[config.mk]
export PLATFORM = sky130hd
export DESIGN_NAME = ordered_list_append_remove_unit
export DESIGN_NICKNAME = d
export VERILOG_FILES = /design/src/rtl/core/olar_pkg.sv /design/src/rtl/core/olar_ram.sv /design/src/rtl/core/ordered_list_append_remove_unit.sv
export SDC_FILE = /design/constraint.sdc
export NUM_CORES = 1
export LEC_CHECK = 0
export ABC_AREA = 1
export BUFFER_PORTS_ARGS = -buffer_cell sky130_fd_sc_hd__clkbuf_2
export CORE_MARGIN = 3
export CORE_UTILIZATION = 30
export CTS_CLUSTER_SIZE = 16
export DETAILED_ROUTE_END_ITERATION = 8
export SLEW_MARGIN = 40
export SYNTH_ARGS = -nofsm -noshare
export SYNTH_HDL_FRONTEND = slang
export SYNTH_SLANG_ARGS = --single-unit
[constraint.sdc]
create_clock -name clk -period 6.65 [get_ports clk]
set_input_delay 0.3325 -clock clk [delete_from_list [all_inputs] [get_ports clk]]
set_output_delay 0.3325 -clock clk [all_outputs]
set_load 0.02 [all_outputs]
[src/rtl/core/olar_pkg.sv]
// Shared types, sizes and codes for the ordered list append/remove unit.
// No dependencies; imported by the top level of the block and by the testbench.
`timescale 1ns / 1ps

package olar_pkg;

    localparam int CAPACITY = 16;
    localparam int CNT_W    = $clog2(CAPACITY + 1);
    localparam int ADDR_W   = $clog2(CAPACITY);
    localparam int VALUE_W  = 32;

    typedef logic signed [VALUE_W-1:0] value_t;
    typedef logic [1:0]                mode_t;
    typedef logic [2:0]                status_t;
    typedef logic [CNT_W-1:0]          count_t;
    typedef logic [ADDR_W-1:0]         addr_t;

    localparam mode_t MODE_APPEND = 2'd0;
    localparam mode_t MODE_REMOVE = 2'd1;
    localparam mode_t MODE_READ   = 2'd2;

    localparam status_t ST_DONE      = 3'd0;
    localparam status_t ST_NOT_FOUND = 3'd1;
    localparam status_t ST_FULL      = 3'd2;
    localparam status_t ST_ENTRY     = 3'd3;
    localparam status_t ST_EMPTY     = 3'd4;

endpackage

[src/rtl/core/olar_ram.sv]
// Generic single-port-write, single-port-read RAM with registered read data.
// No dependencies.
`timescale 1ns / 1ps

module olar_ram #(
    parameter int WIDTH = 32,
    parameter int DEPTH = 16
) (
    input  logic                     clk,
    input  logic                     we,
    input  logic [$clog2(DEPTH)-1:0] waddr,
    input  logic [WIDTH-1:0]         wdata,
    input  logic                     re,
    input  logic [$clog2(DEPTH)-1:0] raddr,
    output logic [WIDTH-1:0]         rdata
);

    logic [WIDTH-1:0] mem [DEPTH];
    logic [WIDTH-1:0] rdata_reg;

    always_ff @(posedge clk)
    begin
        if (we)
        begin
            mem[waddr] <= wdata;
        end
        // hold read data while no read is issued
        if (re)
        begin
            rdata_reg <= mem[raddr];
        end
    end

    assign rdata = rdata_reg;

endmodule

[src/rtl/core/ordered_list_append_remove_unit.sv]
// Top level of the ordered list append/remove unit.
// Depends on olar_pkg and olar_ram.
`timescale 1ns / 1ps

// Keeps an ordered list of up to CAPACITY signed 32-bit values in one RAM,
// head at address 0. One item is worked on at a time; in_ready is high only
// while the unit is idle, and a finished result waits in the output register
// while the next item is taken. Remove scans the RAM one entry per cycle
// through its registered read port and then closes the gap one entry per
// cycle with the read and write ports overlapped. Readout streams one entry
// per cycle from the RAM read port into the output register; the RAM read is
// held while the output stalls. Reset needs no clearing pass: only the state,
// the entry count, the read index and the valid flags are cleared.
module ordered_list_append_remove_unit (
    input  logic             clk,
    input  logic             rst_n,
    input  logic             in_valid,
    output logic             in_ready,
    input  olar_pkg::mode_t  mode,
    input  olar_pkg::value_t item_value,
    output logic             out_valid,
    input  logic             out_ready,
    output olar_pkg::value_t result_value,
    output olar_pkg::status_t status,
    output logic             last
);

    import olar_pkg::*;

    typedef enum logic [4:0] {
        S_IDLE   = 5'b00001,
        S_EMIT   = 5'b00010,
        S_SEARCH = 5'b00100,
        S_SHIFT  = 5'b01000,
        S_READ   = 5'b10000
    } state_t;

    state_t  state_reg, state_next;
    count_t  count_reg, count_next;
    count_t  rd_idx_reg, rd_idx_next;
    addr_t   chk_idx_reg, chk_idx_next;
    logic    chk_valid_reg, chk_valid_next;
    value_t  key_reg, key_next;
    status_t pend_reg, pend_next;

    logic    out_valid_reg;
    value_t  result_value_reg;
    status_t status_reg;
    logic    last_reg;

    logic    load_out;
    value_t  load_value;
    status_t load_status;
    logic    load_last;
    logic    slot_free;

    logic    ram_we;
    addr_t   ram_waddr;
    value_t  ram_wdata;
    logic    ram_re;
    addr_t   ram_raddr;
    value_t  ram_rdata;

    olar_ram #(
        .WIDTH (VALUE_W),
        .DEPTH (CAPACITY)
    ) u_store (
        .clk   (clk),
        .we    (ram_we),
        .waddr (ram_waddr),
        .wdata (ram_wdata),
        .re    (ram_re),
        .raddr (ram_raddr),
        .rdata (ram_rdata)
    );

    assign slot_free = !out_valid_reg || out_ready;
    assign in_ready  = (state_reg == S_IDLE);

    always_comb
    begin
        state_next     = state_reg;
        count_next     = count_reg;
        rd_idx_next    = rd_idx_reg;
        chk_idx_next   = chk_idx_reg;
        chk_valid_next = chk_valid_reg;
        key_next       = key_reg;
        pend_next      = pend_reg;
        ram_we         = 1'b0;
        ram_waddr      = chk_idx_reg - ADDR_W'(1);
        ram_wdata      = ram_rdata;
        ram_re         = 1'b0;
        ram_raddr      = rd_idx_reg[ADDR_W-1:0];
        load_out       = 1'b0;
        load_value     = '0;
        load_status    = pend_reg;
        load_last      = 1'b1;

        unique case (state_reg)
            S_IDLE:
            begin
                if (in_valid)
                begin
                    key_next       = item_value;
                    rd_idx_next    = '0;
                    chk_valid_next = 1'b0;
                    case (mode)
                        MODE_APPEND:
                        begin
                            if (count_reg == CNT_W'(CAPACITY))
                            begin
                                pend_next = ST_FULL;
                            end
                            else
                            begin
                                ram_we     = 1'b1;
                                ram_waddr  = count_reg[ADDR_W-1:0];
                                ram_wdata  = item_value;
                                count_next = count_reg + CNT_W'(1);
                                pend_next  = ST_DONE;
                            end
                            state_next = S_EMIT;
                        end
                        MODE_REMOVE:
                        begin
                            state_next = S_SEARCH;
                        end
                        MODE_READ:
                        begin
                            if (count_reg == '0)
                            begin
                                pend_next  = ST_EMPTY;
                                state_next = S_EMIT;
                            end
                            else
                            begin
                                state_next = S_READ;
                            end
                        end
                        default:
                        begin
                            pend_next  = ST_DONE;
                            state_next = S_EMIT;
                        end
                    endcase
                end
            end

            S_EMIT:
            begin
                if (slot_free)
                begin
                    load_out   = 1'b1;
                    state_next = S_IDLE;
                end
            end

            S_SEARCH:
            begin
                if (chk_valid_reg && (ram_rdata == key_reg))
                begin
                    // match: close up from the entry behind it
                    rd_idx_next    = CNT_W'(chk_idx_reg) + CNT_W'(1);
                    chk_valid_next = 1'b0;
                    state_next     = S_SHIFT;
                end
                else if (rd_idx_reg < count_reg)
                begin
                    ram_re         = 1'b1;
                    chk_idx_next   = rd_idx_reg[ADDR_W-1:0];
                    chk_valid_next = 1'b1;
                    rd_idx_next    = rd_idx_reg + CNT_W'(1);
                end
                else
                begin
                    pend_next  = ST_NOT_FOUND;
                    state_next = S_EMIT;
                end
            end

            S_SHIFT:
            begin
                // write back the entry read last cycle one slot lower;
                // the read address always runs ahead of the write address
                ram_we = chk_valid_reg;
                if (rd_idx_reg < count_reg)
                begin
                    ram_re         = 1'b1;
                    chk_idx_next   = rd_idx_reg[ADDR_W-1:0];
                    chk_valid_next = 1'b1;
                    rd_idx_next    = rd_idx_reg + CNT_W'(1);
                end
                else
                begin
                    chk_valid_next = 1'b0;
                    count_next     = count_reg - CNT_W'(1);
                    pend_next      = ST_DONE;
                    state_next     = S_EMIT;
                end
            end

            S_READ:
            begin
                if (!(chk_valid_reg && !slot_free))
                begin
                    if (chk_valid_reg)
                    begin
                        load_out    = 1'b1;
                        load_value  = ram_rdata;
                        load_status = ST_ENTRY;
                        load_last   = ((CNT_W'(chk_idx_reg) + CNT_W'(1)) == count_reg);
                    end
                    if (rd_idx_reg < count_reg)
                    begin
                        ram_re         = 1'b1;
                        chk_idx_next   = rd_idx_reg[ADDR_W-1:0];
                        chk_valid_next = 1'b1;
                        rd_idx_next    = rd_idx_reg + CNT_W'(1);
                    end
                    else
                    begin
                        chk_valid_next = 1'b0;
                        state_next     = S_IDLE;
                    end
                end
            end

            default:
            begin
                state_next = S_IDLE;
            end
        endcase
    end

    always_ff @(posedge clk or negedge rst_n)
    begin
        if (!rst_n)
        begin
            state_reg     <= S_IDLE;
            count_reg     <= '0;
            rd_idx_reg    <= '0;
            chk_valid_reg <= 1'b0;
            out_valid_reg <= 1'b0;
        end
        else
        begin
            state_reg     <= state_next;
            count_reg     <= count_next;
            rd_idx_reg    <= rd_idx_next;
            chk_valid_reg <= chk_valid_next;
            if (load_out)
            begin
                out_valid_reg <= 1'b1;
            end
            else if (out_ready)
            begin
                out_valid_reg <= 1'b0;
            end
        end
    end

    always_ff @(posedge clk)
    begin
        chk_idx_reg <= chk_idx_next;
        key_reg     <= key_next;
        pend_reg    <= pend_next;
        if (load_out)
        begin
            result_value_reg <= load_value;
            status_reg       <= load_status;
            last_reg         <= load_last;
        end
    end

    assign out_valid    = out_valid_reg;
    assign result_value = result_value_reg;
    assign status       = status_reg;
    assign last         = last_reg;

`ifndef SYNTHESIS
    a_count_bound: assert property (@(posedge clk) disable iff (!rst_n)
        count_reg <= CNT_W'(CAPACITY))
        else $error("entry count above capacity");

    a_append_grows: assert property (@(posedge clk) disable iff (!rst_n)
        (in_valid && in_ready && (mode == MODE_APPEND) && (count_reg < CNT_W'(CAPACITY)))
        |=> (count_reg == $past(count_reg) + CNT_W'(1)))
        else $error("append did not grow the list");

    a_no_write_in_read: assert property (@(posedge clk) disable iff (!rst_n)
        (state_reg == S_READ) |-> !ram_we)
        else $error("store written during readout");

    a_shift_no_overlap: assert property (@(posedge clk) disable iff (!rst_n)
        (ram_we && ram_re) |-> (ram_waddr != ram_raddr))
        else $error("read and write hit the same entry");

    a_no_load_on_stall: assert property (@(posedge clk) disable iff (!rst_n)
        (out_valid_reg && !out_ready) |-> !load_out)
        else $error("result overwritten while stalled");
`endif

endmodule

After elaboration in Yosys (flattened, before gate mapping)

Memory sizes are Yosys's and may differ from the RTL's. A register that Yosys moved wholly into a read port is not among the register bits.
Cells that the tools add are included.

Output and inout bits: 38
Bits in writable memories: 512
Memories kept: 1
Register bits after elaboration: 92
Bits of input ports: 38
Word-level logic and storage cells: 125

Memories:

| memory      | words | bits a word | rd ports | clocked after memory_dff | write ports | line           | text |
|---|---|---|---|---|---|---|---|
| u_store.mem | 16    | 32          | 1        | 1                        | 1           | olar_ram.sv:18 | `logic [WIDTH-1:0] mem [DEPTH];` |

Bitwise gates (word level): 2
Multiplexer cells: 63
Equal/unequal tests: 22
$add $sub $neg: 5
Reductions and logical operators: 20
Magnitude comparators: 1

Operators by type and width:

| operator                                       | count |
|---|---|
| 2-to-1 mux 32 bit                              | 4 |
| 2-to-1 mux 5 bit                               | 15 |
| == test 32 bit                                 | 1 |
| 2-to-1 mux 4 bit                               | 7 |
| case mux 5 bit (5 select lines)                | 1 |
| 2-to-1 mux 3 bit                               | 8 |
| case mux 5 bit (2 select lines)                | 2 |
| case mux 5 bit (4 select lines)                | 1 |
| inequality test 2 bit (second input constant)  | 9 |
| case mux 3 bit (3 select lines)                | 2 |
| 2-to-1 mux 1 bit                               | 17 |
| case mux 4 bit (3 select lines)                | 1 |
| adder 5 x 1 -> 5 bit (second input constant)   | 2 |
| == test 5 bit (second input constant)          | 2 |
| AND reduction 4 bit                            | 2 |
| AND reduction 7 bit                            | 1 |
| inequality test 3 bit (second input constant)  | 2 |
| AND reduction 3 bit                            | 2 |
| nonzero test 3 bit                             | 2 |
| adder 4 x 1 -> 5 bit (second input constant)   | 1 |
| == test 5 x 1 -> 1 bit (second input constant) | 1 |
| == test 5 x 2 -> 1 bit (second input constant) | 1 |
| == test 5 x 3 -> 1 bit (second input constant) | 1 |
| == test 5 x 4 -> 1 bit (second input constant) | 1 |
| 22 further kinds                               | 27 |

Logic depth before layout (Yosys ltp)

Gate-level depths: netlist of run 1.

Word-level depth: 7
Gate-level depth with buffers: 14
Mapped depth without buffers: 14

Modules after synthesis

From an unflattened synthesis of run 1, not the netlist that was laid out.

Cell total of the unflattened synthesis: 2750
Area, all modules: 28245.8 µm²

By module, submodules not included:

| module                          | cells an instance | times used | area each (µm²) | seq. area each (µm²) |
|---|---|---|---|---|
| olar_ram                        | 2120              | 1          | 23050.9         | 16335.7 |
| ordered_list_append_remove_unit | 630               | 1          | 5195.0          | 2678.8 |

Least setup slack after synthesis of run 1

OpenSTA, ideal clock, no wires.

Path kind: register to register
Start point: register state_reg[2]
End point: memory u_store.mem[12][0], enable pin
Period minus slack after synthesis: 3765 ps
Cell stages (with the launch flop): 11
Path slack: 2885 ps
Setup time: 421 ps
Arrival time: 3344 ps
Path buffers: 1
Data required time: 6229 ps
Cells stage by stage: dfrtp_1 -> nor2_4 -> nand4_4 -> nor2_4 -> nand3_2 -> buf_4 -> nand2_1 -> o21ai_2 -> a21oi_2 -> nand2_1 -> nor2_1

Cells in the longest elaborated chain, start to end: 4
Elaborated cells between the ends (all ways): 6
Classes of those cells: 2 x eq/ne; 4 x mux

RTL lines:

| what                                                             | line                                   | text |
|---|---|---|
| from (decl)                                                      | ordered_list_append_remove_unit.sv:38  | `state_t state_reg, state_next;` |
| from (signal assigned)                                           | ordered_list_append_remove_unit.sv:247 | `state_reg <= state_next;` |
| == test 5 x 4 -> 1 bit or == test 5 x 1 -> 1 bit (tied branches) | ordered_list_append_remove_unit.sv:99  | `unique case (state_reg)` |
| case mux 1 bit (2 select lines)                                  | ordered_list_append_remove_unit.sv:99  |  |
| 2-to-1 mux 1 bit                                                 | olar_ram.sv:23                         | `if (we)` |
| 2-to-1 mux 1 bit (implied by the code)                           | olar_ram.sv:25                         | `mem[waddr] <= wdata;` |
| to (decl)                                                        | olar_ram.sv:18                         |  |

Parallel ways exist; a longest one is shown, timed or not.

Worst setup path after layout of run 1

Start point: register state_reg[2]
End point: memory u_store.mem[13][10], enable pin

Same word-level chain as after synthesis.

==> results by group, run 1 <==
Finish
  – Fillers: 8159
  – Layout cells sized above 1: 12.40%
  – Synth-to-Final Area Change: 16.49%
  – Most flops, register: u_store.mem
  – Finished Layout Cells: 3337
  – Commonest non-fill, non-tap cell in the layout: edfxtp_1
  – Fin area: 30310 um^2
  – Nets: 2193
  – Most frequent cells in the layout: edfxtp_1 (619), nor2_1 (408), nand2_1 (259)
  – Core Util, Final: 35.43%
  – N_diodes: 0
  – Max FFs per register: 512

Global route
  – Total track usage: 14.52%
  – Largest net degree at the start of global routing: 109
  – GRT overflow: 0
  – Vias in the first global route: 16300
  – First-pass GRT wire length: 99880 um
  – Antenna violations before repair: 0

Setup path
  – CP delay by family, top: simple AND/OR/NAND/NOR gates
  – Worst-path cell chain: nor2_4 > nand4_4 > nor2_4 > buf_4 > nand3_4 > o21ai_1 > nand2_1 > nor2_4 > buf_4
  – Crit-path most repeated cell: nor2_4
  – RR Startpoint: state_reg[2]
  – Largest stage delay, worst path: 720 ps
  – Reg2reg setup slack: 2620 ps
  – Worst EP arrival: 4280 ps
  – Worst path slowest cell: nor2_4
  – CP endpoint kind: flop
  – Critical path type: reg2reg
  – Req. time, crit path: 6900 ps
  – CP Max Fanout: 33
  – Critical path launch point type: flop
  – Worst r2r dst: u_store.mem[13][10]
  – WP buf/inv: 2
  – Reg2Reg Depth: 9

Detailed routing
  – # DRC: 0
  – Via/cell ratio: 4.948
  – Total iterations of the first detailed-routing run: 6
  – Initial DRC count: 1479
  – DRT Wirelength: 66250 um
  – ANT nets after route: 0
  – Via count of the routed design: 16510
  – Avg WL per Cell: 19.85 um

STA
  – Tightest Pin Transition: 863.0 ps
  – Period minus WS final: 4026 ps
  – Clock Skew: 15.92 ps
  – Fmax: 248.4 MHz
  – RSZ-0062 raised after global routing: false
  – Final Cycle Share: 60.54%
  – Final WS setup: 2624 ps
  – Relative slew margins: 42.47%
  – Hold Fails Final Rpt: 0
  – Final setup violation count: 0
  – Fin. max-slew vios: 0
  – Final TNS setup: 0 ps

Synthesis
  – Synth area leaders: edfxtp_1 (71%), nor2_1 (6.1%), nand2_1 (3.8%)
  – Yosys top cell by area: edfxtp_1
  – Yosys top cell area share: 71.44%
  – Cell area after synthesis: 26020 um^2
  – Seq cells post-synth: 636
  – Mapped Cells: 2045
  – YS warnings: 0
  – Net count after synthesis: 2094
  – Sequential area share after synthesis: 73.08%
  – Distinct cells, synth: 39
  – Synth Area per Inst: 12.72 um^2

Floorplan
  – Ports: 76
  – Die H: 300.5 um
  – Core area: 85550 um^2
  – Rows: 107
  – Initial Utilization: 30.42%
  – Die Width: 300.5 um
  – Die area: 90300 um^2

Clock network
  – Clock latency at the later pin of the worst-skew pair: 600 ps
  – Cts repair resizes: 0
  – CTS H-tree depth: 3
  – CTS sink count: 636
  – CTS clock-pin slew for the worst setup and hold paths: 60 ps
  – CTS max path bufs: 3
  – Postcts setup bufs: 0
  – CTS hold repair buffers: 32
  – CTS tree: yes
  – CTS Buf Count: 67
  – Root Driver: clkbuf_16

Min path
  – Worst Hold Endpoint: key_reg[5]
  – WHS Path Cells: 1
  – HP Start: item_value[5]
  – Min-delay worst type: in2reg

Run status
  – Outcome: finished, final reports clean

Placed design
  – DP HPWL: 37750 um
  – Placed Cells: 3186
  – Dpl ws: 2076 ps
  – Dpl cell area: 27860 um^2
  – PortBufs: 75
  – Global placer's final weighted congestion: 0.7827

Flow run
  – Total of max-cap violations: 0

Power
  – Leakage: 10.35 nW
  – Power Density: 350.9 nW/um^2
  – Worst ir drop on vdd: 211.0 uV
## worst reg2reg max path, stage by stage, from the launching register on
cell	delay [ps]
dfrtp_1	450
nor2_4	180
nand4_4	130
nor2_4	100
buf_4	540
nand3_4	430
o21ai_1	360
nand2_1	310
nor2_4	720
buf_4	470
## cell usage after synthesis
cell type / n
inv_2: 3
nand3_1: 67
clkbuf_1: 68
dfrtp_1: 16
o21ai_2: 3
a21oi_1: 40
nor2_1: 426
inv_1: 108
buf_2: 29
nand4_4: 1
a21oi_2: 1
dfstp_2: 1
o21ai_0: 137
fa_1: 1
or2_2: 2
nand3_2: 2
mux2i_1: 49
o211ai_1: 15
nor2_4: 3
ha_1: 10
buf_4: 7
xor2_1: 12
nand4_1: 9
o32ai_1: 79
edfxtp_1: 619
a21o_1: 1
nor4_1: 2
xnor2_1: 3
o21ai_1: 4
nand2_2: 3
o2111ai_1: 1
nor3_1: 4
buf_1: 3
clkinv_1: 3
nor3_4: 2
nand2_1: 260
buf_6: 1
o221ai_1: 49
nor2_2: 1
## report_power, final
group | internal (mW) | leakage [nW] | switching [mW]
Combinational | 0.635 | 3.52 | 1.61
Clock | 2.09 | 1.03 | 1.48
Sequential | 4.72 | 5.80 | 0.0964
Total | 7.45 | 10.4 | 3.19
## cell families after synthesis
kind of cell | count (synthesis) | synth area share, %
and+or+nand+nor | 782 | 12.08
DFF | 636 | 73.08
AOI/OAI and AO/OA | 330 | 8.420
buffers and inverters | 222 | 3.472
muxes | 49 | 1.885
xor gates and xnor gates | 15 | 0.5049
adders and majority gates | 11 | 0.5578
## worst max path at each step
| stage | startpoint | endpoint | slack (ps) | cells after the start |
|---|---|---|---|---|
| after global routing | state_reg[2] | u_store.mem[13][5] | 2400 | 9 |
| final | state_reg[2] | u_store.mem[13][10] | 2620 | 9 |
| after detailed placement | state_reg[2] | u_store.mem[15][8] | 2080 | 9 |
| after global placement | state_reg[2] | u_store.mem[15][8] | 2340 | 9 |
| after CTS | state_reg[2] | u_store.mem[14][6] | 2040 | 9 |
| after floorplan | state_reg[2] | u_store.mem[12][0] | 2890 | 10 |
## per-stage QoR
step                      hold slack (ps)  power, mW
after floorplan                     36.91      6.408
after global placement              304.5      7.065
after detailed placement            313.0      7.132
after CTS                          0.3018      10.73
after global routing                12.64      11.13
final                               25.61      10.64
## per-layer routing
layer	share of wire [%]	wire (um)	up-vias	track usage, %
met3	6.8	4473	90	2.733
met4	1.8	1211	0	4.066
li1	-	-	7598	-
met5	0	0	-	0
met1	44	29190	8280	19.73
met2	47	31380	543	23.78
## layout make-up
cell class,count,area (um^2),area share [%]
multi-input cells,1187,6372,21.02
flip-flops and latches,636,19020,62.76
clock inverters,35,261.5,0.8627
clock buffers,83,1822,6.010
inverters,114,436.7,1.441
well taps,1144,1431,4.722
repair buffers,138,963.4,3.179
(Power assumes the default switching activity.)
==> inputs of run 2 (changes only) <==
==> constraint.sdc (replaced) <==
create_clock -name clk -period 3.6 [get_ports clk]
set_input_delay 0.18 -clock clk [delete_from_list [all_inputs] [get_ports clk]]
set_output_delay 0.18 -clock clk [all_outputs]
set_load 0.02 [all_outputs]
==> run 2 against run 1 <==
Compared with the run above: routed wire length up 6.5%; sequential power grew 85%; cell count is 0.81% higher; first-iteration DRC count rose by 18%; critical path depth fell by 1; fmax increased by 23%; sequential share of layout area down 1.0 points; via count increased by 1.9%.
==> results by group, run 2 (synthesis results as in run 1) <==
Floorplan
  – Die area: 90300 um^2
  – Initial Utilization: 30.42%
  – Core area: 85550 um^2
  – Die Width: 300.5 um
  – Ports: 76
  – Die H: 300.5 um
  – Rows: 107

Setup path
  – Worst EP arrival: 3560 ps
  – Worst-path cell chain: nor4_1 > nand2_1 > nand3_4 > nand2_1 > o21ai_1 > nand2_1 > nor2_4 > buf_12
  – Reg2Reg Depth: 8
  – Largest stage delay, worst path: 630 ps
  – CP Max Fanout: 28
  – Req. time, crit path: 3900 ps
  – Critical path type: reg2reg
  – CP endpoint kind: flop
  – Worst path slowest cell: nor2_4
  – Crit-path most repeated cell: nand2_1
  – Critical path launch point type: flop

Power
  – Power Density: 652.6 nW/um^2
  – Leakage: 10.55 nW
  – Worst ir drop on vdd: 367.5 uV
  – Design Power: 20.10 mW

Placed design
  – PortBufs: 75
  – DP HPWL: 39350 um
  – Placed Cells: 3203
  – Global placer's final weighted congestion: 0.8068

Detailed routing
  – DRT Wirelength: 70550 um
  – # DRC: 0
  – Via/cell ratio: 5.001
  – Total iterations of the first detailed-routing run: 7
  – ANT nets after route: 0
  – Avg WL per Cell: 20.97 um
  – Via count of the routed design: 16820
  – Initial DRC count: 1741

STA
  – Fin. max-slew vios: 0
  – Period minus WS final: 3264 ps
  – Hold Fails Final Rpt: 0
  – RSZ-0062 raised after global routing: false
  – Fmax: 306.4 MHz
  – Final Cycle Share: 90.67%
  – Tightest Pin Transition: 865.7 ps
  – Relative slew margins: 42.29%
  – Final TNS setup: 0 ps
  – Clock Skew: 21.22 ps
  – Final setup violation count: 0

Min path
  – Min-delay worst type: in2async

Clock network
  – Clock latency at the later pin of the worst-skew pair: 610 ps
  – Root Driver: clkbuf_16
  – CTS H-tree depth: 3
  – Postcts setup bufs: 0
  – CTS sink count: 636
  – CTS max path bufs: 3
  – CTS Buf Count: 68
  – CTS tree: yes
  – CTS clock-pin slew for the worst setup and hold paths: 60 ps

Finish
  – Commonest non-fill, non-tap cell in the layout: edfxtp_1
  – Most frequent cells in the layout: edfxtp_1 (619), nor2_1 (408), nand2_1 (259)
  – Finished Layout Cells: 3364
  – Nets: 2216
  – Most flops, register: u_store.mem
  – Max FFs per register: 512
  – Synth-to-Final Area Change: 18.39%
  – Layout cells sized above 1: 13.29%

Global route
  – Total track usage: 15.40%
  – Largest net degree at the start of global routing: 114
  – GRT overflow: 0
  – Vias in the first global route: 16240
  – Antenna violations before repair: 1
  – First-pass GRT wire length: 104100 um

Flow run
  – Total of max-cap violations: 0

Run status
  – Outcome: finished, final reports clean
run 2: cell types whose count changed in the layout (fill, tap and decap cells not counted), sizes merged:
cell,delta
bufinv,+3
clkinvlp,+2
clkbuf,-2
inv,+2
clkinv,-1
buf,+16
dlygate4sd3,+6
diode,+1
run 2: final timing paths:
| kind | startpoint | endpoint | slack [ps] |
|---|---|---|---|
| worst max-delay path | count_reg[3] | u_store.mem[15][29] | 340 |
| worst max register to register | count_reg[3] | u_store.mem[15][29] | 340 |
| min in group clk | item_value[26] | key_reg[26] | 320 |
| worst min register to register | pend_reg[0] | status[0] | 520 |
| max in group asynchronous | rst_n | rd_idx_reg[0] | 3150 |
| worst min-delay path | rst_n | count_reg[3] | 80 |
run 2: final cells by class:
cell class	instances	area (um^2)
tap	1144	1431
inverter	114	432.9
fill	8144	54740
clock buffer	81	1814
clock inverter	41	404.1
multi-input combinational	1187	6367
antenna	1	2.502
timing repair buffer	160	1329
sequential	636	19020
run 2: routing by layer:
metal | global-route usage, % | wire length (um)
met2 | 25.24 | 33960
met5 | 0 | 9
met4 | 4.928 | 1572
met1 | 20.82 | 30030
met3 | 2.668 | 4983
run 2: timing repair:
item | in CTS | in global routing
endpoints found under the setup margin | 0 | 0
endpoints found under the hold margin | 56 | 0
resized for setup | 0 | 0
hold buffers | 38 | 0
run 2: worst max-delay path, delay by kind of cell (launching register included):
kind	cells	cell delay, ps
compound gates	1	180
buf+inv	1	250
flops	1	440
simple gates	6	2040
run 2: power by group:
| group | total (mW) | internal [mW] | switching (mW) |
|---|---|---|---|
| Sequential | 8.91 | 8.72 | 0.185 |
| Combinational | 4.22 | 1.25 | 2.97 |
| Clock | 6.98 | 4.12 | 2.86 |
| Total | 20.1 | 14.1 | 6.01 |
run 2: stage by stage:
step                      setup WS [ps]  utilization [%]  hold slack (ps)  area [um^2]
after floorplan                  -164.7                -           -115.6        26020
after global placement            418.7            32.80            155.1        28060
after detailed placement          163.0            32.90            162.4        28150
after CTS                         89.30            35.94            65.25        30750
after global routing              143.2            36.01            110.7        30800
final                             335.8            36.01            76.68        30800
==> inputs of run 3 (changes only) <==
--- a/config.mk
+++ b/config.mk
@@ -8,7 +8,7 @@
 export ABC_AREA = 1
 export BUFFER_PORTS_ARGS = -buffer_cell sky130_fd_sc_hd__clkbuf_2
 export CORE_MARGIN = 3
-export CORE_UTILIZATION = 30
+export CORE_UTILIZATION = 33
 export CTS_CLUSTER_SIZE = 16
 export DETAILED_ROUTE_END_ITERATION = 8
 export SLEW_MARGIN = 40
==> run 3 against run 2 <==
Compared with the run above: clock-buffer cell count decreased by 3; fmax increased by 13%; clock skew decreased by 7.1 ps; core utilization increased by 3.4 points; sequential share of layout area increased by 0.35 points; die area decreased by 8.9%; setup slack improved by 370 ps; cell area decreased by 0.56%; hold slack got worse by 5.6 ps; combinational power about the same; sequential cell count unchanged; critical path depth unchanged.
==> results by group, run 3 (synthesis results as in run 1) <==
Run status
  – Outcome: finished, final reports clean

Detailed routing
  – Total iterations of the first detailed-routing run: 5
  – # DRC: 0
  – Initial DRC count: 1691
  – Via count of the routed design: 16710
  – ANT nets after route: 0
  – Avg WL per Cell: 20.53 um
  – DRT Wirelength: 67190 um
  – Via/cell ratio: 5.104

Setup path
  – CP endpoint kind: flop
  – Critical path launch point type: flop
  – Critical path type: reg2reg
  – RR Startpoint: count_reg[3]
  – CP Max Fanout: 27
  – Critical Path Start: count_reg[3]
  – Req. time, crit path: 3880 ps
  – Worst EP arrival: 3170 ps

Global route
  – GRT overflow: 0
  – First-pass GRT wire length: 100000 um
  – Vias in the first global route: 16210
  – Total track usage: 16.14%
  – Antenna violations before repair: 0
  – Largest net degree at the start of global routing: 137

Finish
  – Commonest non-fill, non-tap cell in the layout: edfxtp_1
  – Nets: 2231
  – Max FFs per register: 512
  – Most flops, register: u_store.mem
  – N_diodes: 0
  – Most frequent cells in the layout: edfxtp_1 (619), nor2_1 (408), nand2_1 (259)
  – Core Util, Final: 39.41%
  – Synth-to-Final Area Change: 17.72%
  – Fillers: 7194
  – Layout cells sized above 1: 13.61%

Placed design
  – Dpl ws: 755.5 ps
  – PortBufs: 75
  – Global placer's final weighted congestion: 0.8247
  – DP HPWL: 39830 um

Clock network
  – Root Driver: clkbuf_16
  – Clock latency at the later pin of the worst-skew pair: 600 ps
  – CTS tree: yes
  – CTS H-tree depth: 3
  – CTS max path bufs: 3
  – CTS Buf Count: 68
  – Cts repair resizes: 0
  – CTS clock-pin slew for the worst setup and hold paths: 60 ps
  – CTS sink count: 636

Floorplan
  – Ports: 76
  – Rows: 102
  – Die area: 82250 um^2
  – Initial Utilization: 33.48%
  – Core area: 77720 um^2
  – Die Width: 286.8 um
  – Die H: 286.8 um

STA
  – Final setup violation count: 0
  – Period minus WS final: 2893 ps
  – Fmax: 345.6 MHz
  – Final TNS setup: 0 ps
  – Relative slew margins: 54.18%
  – Final WS setup: 706.6 ps
  – RSZ-0062 raised after global routing: false
  – Fin. max-slew vios: 0
  – Hold Fails Final Rpt: 0
  – Clock Skew: 14.13 ps
  – Tightest Pin Transition: 687.4 ps
  – Final Cycle Share: 80.37%
  – Hold WS: 71.03 ps

Flow run
  – Total of max-cap violations: 0

Power
  – Power Density: 651.4 nW/um^2
  – Leakage: 10.59 nW
  – Worst ir drop on vdd: 352.7 uV
  – Design Power: 19.95 mW

Min path
  – Min-delay worst type: in2async
-- run 3: cell types whose count changed in the layout (fill, tap and decap cells not counted), moves of 2 or more --
cell       change
buf_4         +21
clkinv_2       +3
a21oi_2        -7
clkbuf_1       -3
a21oi_1        +7
clkinv_8       +2
buf_12         -7
bufinv_16      -2
-- run 3: where the power goes --
part | leakage (nW) | internal, mW | switching, mW
Clock | 1.07 | 3.96 | 2.83
Combinational | 3.72 | 1.27 | 2.95
Sequential | 5.80 | 8.72 | 0.220
-- run 3: final cells by class --
class	count	area (um^2)	share of cell area (%)
repair buffers	175	1358	4.432
multi-input cells	1187	6346	20.72
well taps	1040	1301	4.248
clock buffers	78	1803	5.886
inverters	114	432.9	1.413
clock inverters	43	366.6	1.197
flip-flops and latches	636	19020	62.11
-- run 3: worst paths after layout --
check                                         end  slack (ps)  cells past startpoint
worst max-delay path            u_store.mem[4][3]         710                      8
worst min-delay path                 state_reg[1]          70                      2
worst max register to register  u_store.mem[4][3]         710                      8
worst min register to register          status[1]         510                      1
max in group asynchronous           rd_idx_reg[0]        3180                      2
min in group clk                      key_reg[23]         320                      2
-- run 3: per-stage QoR --
| stage | area (um^2) | cells |
|---|---|---|
| 2_1_floorplan | 26020 | 2045 |
| 3_3_place_gp | 27950 | 3113 |
| 3_5_place_dp | 28040 | 3114 |
| 4_1_cts | 30590 | 3273 |
| 5_1_grt | 30630 | 3273 |
| 6_report | 30630 | 3273 |
-- run 3: timing repair --
action                    4_1_cts  5_1_grt
setup buffers                   0        0
hold buffers                   38        0
hold endpoints to repair       56        0
-- run 3: per-layer routing --
metal / up-vias / track usage (%) / routed length (um)
li1: 7683 / - / -
met1: 8300 / 22.31 / 29490
met2: 628 / 25.55 / 30930
met3: 94 / 3.172 / 5084
met4: 0 / 5.435 / 1691
met5: - / 0 / 0
-- run 3: worst max-delay path, cell delays in order (launching register included) --
cell and delay [ps]:
dfrtp_1 450, nor4_1 430, nand2_1 200, nand3_4 210
nand2_1 70, o21ai_1 170, nand3_1 380, nor2_4 370
buf_12 290
